$ cat config.mk
export PLATFORM = sky130hd
export DESIGN_NAME = rcat_ctrl
export DESIGN_NICKNAME = d
export VERILOG_FILES = /design/src/design/rcat_pkg.sv /design/src/design/rcat_ctrl.sv
export SDC_FILE = /design/constraint.sdc
export NUM_CORES = 1
export LEC_CHECK = 0
export ABC_AREA = 1
export BUFFER_PORTS_ARGS = -buffer_cell sky130_fd_sc_hd__buf_2
export CORE_MARGIN = 10
export CORE_UTILIZATION = 48
export DETAILED_ROUTE_END_ITERATION = 6
export GPL_TIMING_DRIVEN = 0
export PLACE_DENSITY = 0.71
export RECOVER_POWER = 25
export SLEW_MARGIN = 40
export SYNTH_ARGS = -nofsm -noshare
export SYNTH_HDL_FRONTEND = slang
export SYNTH_SLANG_ARGS = --single-unit
$ cat constraint.sdc
create_clock -name i_clk -period 1.7 [get_ports i_clk]
set_clock_uncertainty 0.1 [all_clocks]
set_input_delay 0.34 -clock i_clk [delete_from_list [all_inputs] [get_ports i_clk]]
set_output_delay 0.34 -clock i_clk [all_outputs]
set_load 0.03 [all_outputs]
$ cat src/design/rcat_pkg.sv
// Package for the rotation compose and transform unit.
// Holds word types, operation and axis codes, the CORDIC arctangent table.
// No dependencies.
package rcat_pkg;

    localparam int ATAN_LEN = 24;
    localparam int DEF_CORDIC_STEPS = 16;
    localparam int ENT_W = 18;
    localparam logic [23:0] SCALE_RESET = 24'd65536;
    localparam logic signed [ENT_W-1:0] ONE_Q16 = 18'sd65536;
    localparam logic signed [ENT_W-1:0] ENT_MAX = 18'sd131071;
    localparam logic signed [ENT_W-1:0] ENT_MIN = -18'sd131072;

    typedef enum logic [1:0] {
        OP_IDENT = 2'd0,
        OP_ROT   = 2'd1,
        OP_XFORM = 2'd2,
        OP_NONE  = 2'd3
    } t_op;

    localparam logic [1:0] AXIS_X = 2'd0;
    localparam logic [1:0] AXIS_Y = 2'd1;
    localparam logic [1:0] AXIS_Z = 2'd2;

    typedef struct packed {
        logic [1:0]         op;
        logic [1:0]         axis;
        logic signed [15:0] angle;
        logic signed [23:0] in_x;
        logic signed [23:0] in_y;
    } t_in_word;

    typedef struct packed {
        logic signed [31:0] out_x;
        logic signed [31:0] out_y;
        logic               saturated;
    } t_out_word;

    typedef struct packed {
        logic accept;
        logic ident;
        logic cord_init;
        logic cord_step;
        logic cord_fin;
        logic mac_start;
        logic mac_run;
        logic commit;
        logic t_mul0;
        logic t_mul1;
        logic t_sum;
        logic t_scl;
        logic t_rnd;
        logic row;
        logic out_load;
    } t_cmd;

    typedef struct packed {
        logic cord_done;
        logic mac_done;
    } t_sts;

    function automatic logic [31:0] atan_turn(input logic [4:0] i);
        case (i)
            5'd0:  atan_turn = 32'h20000000;
            5'd1:  atan_turn = 32'h12E4051D;
            5'd2:  atan_turn = 32'h09FB385B;
            5'd3:  atan_turn = 32'h051111D4;
            5'd4:  atan_turn = 32'h028B0D43;
            5'd5:  atan_turn = 32'h0145D7E1;
            5'd6:  atan_turn = 32'h00A2F61E;
            5'd7:  atan_turn = 32'h00517C55;
            5'd8:  atan_turn = 32'h0028BE53;
            5'd9:  atan_turn = 32'h00145F2F;
            5'd10: atan_turn = 32'h000A2F98;
            5'd11: atan_turn = 32'h000517CC;
            5'd12: atan_turn = 32'h00028BE6;
            5'd13: atan_turn = 32'h000145F3;
            5'd14: atan_turn = 32'h0000A2F9;
            5'd15: atan_turn = 32'h0000517C;
            5'd16: atan_turn = 32'h000028BE;
            5'd17: atan_turn = 32'h0000145F;
            5'd18: atan_turn = 32'h00000A2F;
            5'd19: atan_turn = 32'h00000517;
            5'd20: atan_turn = 32'h0000028B;
            5'd21: atan_turn = 32'h00000145;
            5'd22: atan_turn = 32'h000000A2;
            5'd23: atan_turn = 32'h00000051;
            default: atan_turn = 32'h0;
        endcase
    endfunction

endpackage

$ cat src/design/rcat_ctrl.sv
// Controller state machine of the rotation compose and transform unit.
// Sequences the datapath through commands; depends on rcat_pkg.
module rcat_ctrl (
    input  logic          i_clk,
    input  logic          i_rst_n,
    input  logic          i_in_valid,
    output logic          o_in_stall,
    input  logic [1:0]    i_op,
    output logic          o_out_valid,
    input  logic          i_out_stall,
    input  rcat_pkg::t_sts i_sts,
    output rcat_pkg::t_cmd o_cmd
);
    import rcat_pkg::*;

    typedef enum logic [10:0] {
        S_IDLE   = 11'b000_0000_0001,
        S_CORD   = 11'b000_0000_0010,
        S_CFIN   = 11'b000_0000_0100,
        S_MACST  = 11'b000_0000_1000,
        S_MAC    = 11'b000_0001_0000,
        S_COMMIT = 11'b000_0010_0000,
        S_TM0    = 11'b000_0100_0000,
        S_TM1    = 11'b000_1000_0000,
        S_TSUM   = 11'b001_0000_0000,
        S_TSCL   = 11'b010_0000_0000,
        S_TRND   = 11'b100_0000_0000
    } t_state;

    t_state r_state, n_state;
    logic   r_row, n_row;
    logic   r_ov, n_ov;
    logic   r_wait, n_wait;
    logic   accept;

    assign o_in_stall  = (r_state != S_IDLE) || r_wait;
    assign o_out_valid = r_ov;
    assign accept      = i_in_valid && !o_in_stall;

    always_comb begin
        n_state = r_state;
        n_row   = r_row;
        n_wait  = r_wait;
        n_ov    = r_ov && i_out_stall;
        o_cmd   = '0;
        o_cmd.row = r_row;
        case (r_state)
            S_IDLE: begin
                if (r_wait) begin
                    if (!r_ov || !i_out_stall) begin
                        o_cmd.out_load = 1'b1;
                        n_ov   = 1'b1;
                        n_wait = 1'b0;
                    end
                end else if (accept) begin
                    o_cmd.accept = 1'b1;
                    case (t_op'(i_op))
                        OP_IDENT: o_cmd.ident = 1'b1;
                        OP_ROT:   n_state = S_CORD;
                        OP_XFORM: begin
                            n_state = S_TM0;
                            n_row   = 1'b0;
                        end
                        default: n_state = S_IDLE;
                    endcase
                end
            end
            S_CORD: begin
                o_cmd.cord_step = 1'b1;
                if (i_sts.cord_done) begin
                    n_state = S_CFIN;
                end
            end
            S_CFIN: begin
                o_cmd.cord_fin = 1'b1;
                n_state = S_MACST;
            end
            S_MACST: begin
                o_cmd.mac_start = 1'b1;
                n_state = S_MAC;
            end
            S_MAC: begin
                o_cmd.mac_run = 1'b1;
                if (i_sts.mac_done) begin
                    n_state = S_COMMIT;
                end
            end
            S_COMMIT: begin
                o_cmd.commit = 1'b1;
                n_state = S_IDLE;
            end
            S_TM0: begin
                o_cmd.t_mul0 = 1'b1;
                n_state = S_TM1;
            end
            S_TM1: begin
                o_cmd.t_mul1 = 1'b1;
                n_state = S_TSUM;
            end
            S_TSUM: begin
                o_cmd.t_sum = 1'b1;
                n_state = S_TSCL;
            end
            S_TSCL: begin
                o_cmd.t_scl = 1'b1;
                n_state = S_TRND;
            end
            S_TRND: begin
                o_cmd.t_rnd = 1'b1;
                if (r_row) begin
                    n_state = S_IDLE;
                    n_wait  = 1'b1;
                end else begin
                    n_row   = 1'b1;
                    n_state = S_TM0;
                end
            end
            default: n_state = S_IDLE;
        endcase
        o_cmd.cord_init = o_cmd.accept;
    end

    always_ff @(posedge i_clk) begin
        if (!i_rst_n) begin
            r_state <= S_IDLE;
            r_row   <= 1'b0;
            r_ov    <= 1'b0;
            r_wait  <= 1'b0;
        end else begin
            r_state <= n_state;
            r_row   <= n_row;
            r_ov    <= n_ov;
            r_wait  <= n_wait;
        end
    end

endmodule

* Word-level counts from Yosys, hierarchy flattened
Cells that the tools add are included.
** Cells by class
- Equality and inequality tests :: 21
- Muxes and demuxes :: 35
- Reductions and logical operators :: 12
** Operators by type and width (count)
- $pmux 11 s10 :: 1
- $mux 11 :: 4
- $pmux 11 s3 :: 1
- $mux 1 :: 23
- $ne 2x2->1 const B :: 6
- $eq 11x1->1 const B :: 1
- $eq 11x10->1 const B :: 1
- $eq 11x11->1 const B :: 1
- $eq 11x2->1 const B :: 1
- $eq 11x3->1 const B :: 1
- $eq 11x4->1 const B :: 1
- $eq 11x5->1 const B :: 1
- $eq 11x6->1 const B :: 1
- $eq 11x7->1 const B :: 1
- $eq 11x8->1 const B :: 1
- $eq 11x9->1 const B :: 1
- $ne 11x1->1 const B :: 1
- $mux 7 :: 1
- $mux 2 :: 3
- $reduce_and 5->1 :: 1
- $pmux 1 s2 :: 2
- $reduce_and 4->1 :: 1
- $logic_not 1->1 :: 3
- $eq 2x1->1 const B :: 1
- 7 further kinds :: 9
** Word-level totals
- Register bits after elaboration :: 14
- Input port bits :: 8
- Word-level logic and storage cells :: 72

* Longest topological paths before layout
Gate-level depths: netlist of run 1.
- Word-level depth :: 7
- Depth in mapped cells :: 11

* Worst setup path after synthesis of run 1
Ideal clock, no wire load.
- Path type :: reg-to-output
- Start point :: register r_state[8]
- End point :: output port o_cmd[13] in the netlist's numbering
- Arrival time :: 1.627 ns
- Required time :: 1.260 ns
- Path slack :: -0.367 ns
- Cell stages (with the launch flop) :: 8
- Cells stage by stage :: dfxtp_1 > nor2_2 > nand2_4 > nor2_8 > nand2_4 > inv_4 > nand2_4 > nor3_1
** RTL lines
- start, declared :: line rcat_ctrl.sv:30 : t_state r_state, n_state;
- start signal, assigned :: line rcat_ctrl.sv:130 : r_state <= n_state;
- end, declared :: line rcat_ctrl.sv:12 : output rcat_pkg::t_cmd o_cmd

==> results of run 1 <==
==> area by class of cell <==
class | count | area share
Buffer | 3 | 0.01439
Clock buffer | 3 | 0.01439
Inverter | 37 | 0.09352
Multi-Input combinational cell | 97 | 0.4181
Sequential cell | 14 | 0.1855
Tap cell | 27 | 0.02158
Timing Repair Buffer | 47 | 0.2526
==> worst reg2reg max path: cells and delay by family (launching register included) <==
| kind | cells | cell delay [ns] |
|---|---|---|
| AND/OR/NAND/NOR | 8 | 0.73 |
| buffers and inverters | 4 | 0.43 |
| flip-flops | 1 | 0.36 |
==> metrics by stage <==
stage          hold WS [ns]  worst slack [ns]
2_1_floorplan        0.3241          -0.08752
3_3_place_gp         0.3735           -0.1123
3_5_place_dp         0.3794           -0.1326
4_1_cts              0.1712           -0.2430
5_1_grt              0.1746           -0.3247
6_report             0.1712           -0.2628
==> report_power, final <==
part | switching [uW] | internal (uW) | total [uW]
Sequential | 22.0 | 347 | 369
Combinational | 472 | 342 | 814
Clock | 119 | 82.6 | 202
==> flip-flops by register name (all words and copies together), names as in the netlist <==
signal,count
o_out_valid,1
r_row,1
r_state,11
r_wait,1
==> routing by layer <==
metal,part of all wire,routed length (um)
met2,0.52,1509
met1,0.40,1183
met3,0.057,166
met4,0.024,70
met5,0,0
==> Yosys cell counts <==
cell      count
o31ai_1       1
nand2_1      29
ha_1          4
nor2_2        3
nand2_4       4
nand2_2       5
buf_4         4
o21ai_2       2
nor2_4        4
a21oi_1       4
inv_2         3
dfxtp_1      14
clkbuf_1      1
nand3_2       1
nand3_1       6
clkinv_1      1
inv_1        32
inv_4         1
and3_1        1
o21ai_0       5
nor3_1        8
o21ai_1       1
nor2_1       18
nor2_8        1
==> repair_timing <==
item	4_1_cts	5_1_grt
hold endpoints to repair	0	0
pin swaps	12	5
setup endpoints to repair	15	20
buffers inserted	19	5
resized for setup	49	19
==> how the worst max path moves through the flow <==
stage | to | slack (ns) | depth (start not counted)
6_report | o_cmd[14] | -0.26 | 9
5_1_grt | o_cmd[14] | -0.32 | 9
4_1_cts | o_cmd[14] | -0.24 | 9
3_5_place_dp | o_cmd[14] | -0.13 | 9
3_3_place_gp | o_cmd[14] | -0.11 | 8
2_1_floorplan | o_cmd[14] | -0.09 | 8
==> logic make-up (layout without fill, tap and decap cells) <==
kind of cell | Yosys count | count (layout) | synth area share
and+or+nand+nor | 80 | 80 | 0.4214
buffers and inverters | 42 | 90 | 0.1746
DFF | 14 | 14 | 0.2793
AOI/OAI and AO/OA | 13 | 13 | 0.07481
adders and majority gates | 4 | 4 | 0.04988
==> results.toml, run 1 <==
[critical_path]
critPathKind = "reg -> out"
critPathLaunchType = "flip-flop"
crit_chain = "nor2_4 -> nand2_4 -> nor2_8 -> nand2_4 -> inv_6 -> nand2_8 -> nor2_4 -> buf_6 -> buf_6"
worst-path-buf-inv = 3
crit_path_start = "r_state[8]"
cpLargestDelayFamily = "simple AND/OR/NAND/NOR gates"
rrSetupSlack_ns = -0.05
crit_required_ns = 1.26
r2r_end = "r_state[5]"
rr_worst_depth = 12
critical_path.max_stage_delay_ns = 0.36
endpoint_kind = "primary output"
critPathMaxFanout = 4
arrival_ns = 1.52
critPathSlowestCell = "dfxtp_4"
r2r-start = "r_state[8]"

[synthesis]
ys_ff_latch = 14
netlist_area_um2 = 1003
synth_nets = 165
ys.warnings.count = 0
yosysSeqAreaShare = 0.2793
synthDistinctLibCells = 24
synth.largest_area_cell = "dfxtp_1"
synth_area_leaders = "dfxtp_1, inv_1, nand2_1"
synthCells = 153
yosysTopAreaCellShare = 0.2793
syn_avg_cell_area_um2 = 6.559

[global_route]
grt_max_degree = 11
grt.total_usage = 0.1251
use_met3 = 0.02712
grt.met2_usage = 0.2222
first_global_vias = 1044
overflow = 0
grt_util_met1 = 0.1349
top_usage_layer = "met2"
antenna_found_initial = 0
grt_pass1_wl_mm = 4.353

[sta]
tns_ns = -2.964
hold_viol_final = 0
drv_slew = 0
worst_pin_slew_ns = 0.5680
setup_viol = 18
finalCritPeriodShare = 1.155
period_needed_ns = 1.963
layout_setup_ws_ns = -0.2628
max_freq_mhz = 509.5
max_slew_margin = 0.6213
rsz0062_at_grt = "yes"

[drt]
viasPerCell = 4.829
wire_per_inst_um = 12.85
firstDrtPassIters = 5
final_antenna_net_count = 0
wl_mm = 2.930
drc = 0
vias = 1101
drtIter0Drc = 38

[placement]
place_hpwl_mm = 1.900
dpl_cell_area_um2 = 1182
dp_cells = 204
port_buffers = 24
routabilityCongestion = 0.7820

[finish]
final_cell_mix = "inv_1, nand2_1, buf_4"
multi_input_area_um2 = 654.4
regArea_um2 = 290.3
final_nets = 215
fillers = 136
final_cells = 228
n_antenna_cell = 0
drive_gt1_frac = 0.5224
final_util = 0.7898
syn2layout_area_growth_pct = 55.98
final_common_cell = "inv_1"
final_cell_area_um2 = 1565

[floorplanning]
rows = 16
core_area_um2 = 1982
dieHeight_um = 65.72
die_w_um = 65.72
initial_core_util = 0.5063
io_pins = 25
die-area_um2 = 4319

[power]
cellPowerDensity_nw_per_um2 = 884.2
p_total_uw = 1384
p_leak_uw = 0.0008257
peakVddDrop_mv = 0.7363

[cts]
path_clk_slew_ns = 0.09
cts_root_buf = "clkbuf_4"
cts_sinks = 14
cts_made_buffers = 3
postCtsHoldBufs = 0
htreeDepth = 1
worstSkewPairLatency_ns = 0.29
clockBufferDepth = 2
cts_tree = "yes"

[hold_path]
hp-start = "i_rst_n"
whs_endpoint = "r_state[0]"
min_path_type = "in -> reg"
hold_depth = 2

[job]
cap_violations = 0

[outcome]
status = "complete, but fails checks"
violations = "negative setup slack"
Power figures use the tool's default switching activity.
==> inputs of run 2 (changes only) <==
Settings changed: CORE_MARGIN 10 to 2.
==> results.toml, run 2 (synthesized netlist as in run 1, its figures left out) <==
[drt]
wire_per_inst_um = 10.21
firstDrtPassIters = 4
wl_mm = 2.206
vias = 973
viasPerCell = 4.505
drc = 0
final_antenna_net_count = 0
drtIter0Drc = 27

[critical_path]
critPathKind = "reg -> out"
r2r-start = "r_state[9]"
rrSetupSlack_ns = 0.01
endpoint_kind = "primary output"
crit_required_ns = 1.26
r2r_end = "r_state[5]"
rr_worst_depth = 12
critPathMaxFanout = 4
arrival_ns = 1.46
critPathLaunchType = "flip-flop"

[cts]
worstSkewPairLatency_ns = 0.28
cts_root_buf = "clkbuf_4"
cts_made_buffers = 3
cts_tree = "yes"
clockBufferDepth = 2
postCtsHoldBufs = 0
htreeDepth = 1
cts_sinks = 14
path_clk_slew_ns = 0.08

[finish]
final_nets = 203
fillers = 175
syn2layout_area_growth_pct = 38.65
final_cell_area_um2 = 1391
n_antenna_cell = 0
final_common_cell = "inv_1"
final_cells = 216
top_register = "r_state"
final_util = 0.7092
final_cell_mix = "inv_1, nand2_1, nor2_1, buf_4, buf_2"
drive_gt1_frac = 0.4339
largest_register_ffs = 11

[floorplanning]
io_pins = 25
rows = 16
core_area_um2 = 1962
die_w_um = 49.72
die-area_um2 = 2472
dieHeight_um = 49.72
initial_core_util = 0.5115

[global_route]
first_global_vias = 888
grt.met2_usage = 0.3511
grt_pass1_wl_mm = 3.829
use_met3 = 0.02727
top_usage_layer = "met2"
grt_max_degree = 11
grt_util_met1 = 0.2472
grt.total_usage = 0.2015
overflow = 0
antenna_found_initial = 0

[job]
cap_violations = 0

[sta]
layout_setup_ws_ns = -0.2014
setup_viol = 15
finalCritPeriodShare = 1.118
drv_slew = 0
hold_viol_final = 0
whs_ns = 0.1792
period_needed_ns = 1.901
worst_pin_slew_ns = 0.4314
max_freq_mhz = 525.9
rsz0062_at_grt = "yes"
max_slew_margin = 0.7124

[outcome]
violations = "negative setup slack"
status = "complete, but fails checks"

[placement]
place_hpwl_mm = 1.667
port_buffers = 24
dp_cells = 204
dpl_cell_area_um2 = 1182
routabilityCongestion = 0.7913

[power]
p_leak_uw = 0.0007648
p_total_uw = 1231
cellPowerDensity_nw_per_um2 = 884.9
peakVddDrop_mv = 0.7356

[hold_path]
min_path_type = "in -> reg"
whs_endpoint = "r_state[0]"
hp-start = "i_rst_n"
hold_depth = 2
==> run 2: cell types whose count changed in the layout (fill, tap and decap cells not counted), sizes merged <==
cell / delta
buf: -12
==> run 2: how the worst max path moves through the flow <==
stage / start / end / slack [ns] / cells past startpoint
floorplan: r_state[7] / o_cmd[14] / -0.09 / 8
global placement: r_state[7] / o_cmd[14] / -0.09 / 9
detailed placement: r_state[5] / o_cmd[14] / -0.12 / 9
CTS: r_state[8] / o_cmd[14] / -0.22 / 9
global route: r_state[6] / o_cmd[14] / -0.31 / 9
finish: r_state[3] / o_cmd[14] / -0.20 / 8
==> run 2: power breakdown <==
group	switching, uW	internal, uW
Sequential	15.1	347
Combinational	425	262
Clock	100	82.0
==> run 2: repair_timing <==
item	4_1_cts	5_1_grt
endpoints found under the setup margin	15	19
buffers inserted	8	1
gates resized for setup	36	5
pin swaps	10	4
==> run 2: metrics by stage <==
step | setup TNS [ns] | setup slack (ns)
final | -1.870 | -0.2014
after global routing | -3.675 | -0.3080
after CTS | -2.045 | -0.2152
after detailed placement | -0.2249 | -0.1157
after global placement | -0.1215 | -0.09396
after floorplan | -0.1727 | -0.08752
==> run 2: worst max-delay path, cell delays in order, from the launching register on <==
cell and delay, ns:
dfxtp_2 0.35, nor2_4 0.13, and3_4 0.21, nand2_4 0.06, inv_6 0.08, nand2_8 0.05
nor2_4 0.10, buf_6 0.10, buf_6 0.11
==> run 2: layout make-up <==
class | instances | area [um^2] | share of cell area
inverters | 37 | 143.9 | 0.1034
well taps | 27 | 33.78 | 0.02428
repair buffers | 33 | 254.0 | 0.1826
flip-flops and latches | 14 | 290.3 | 0.2086
clock buffers | 3 | 22.52 | 0.01619
plain buffers | 5 | 37.54 | 0.02698
multi-input cells | 97 | 609.3 | 0.4380
==> run 2: layer usage <==
metal | vias up | routed length [um]
li1 | 528 | -
met1 | 415 | 962
met2 | 24 | 1113
met3 | 6 | 80
met4 | 0 | 49
met5 | - | 0
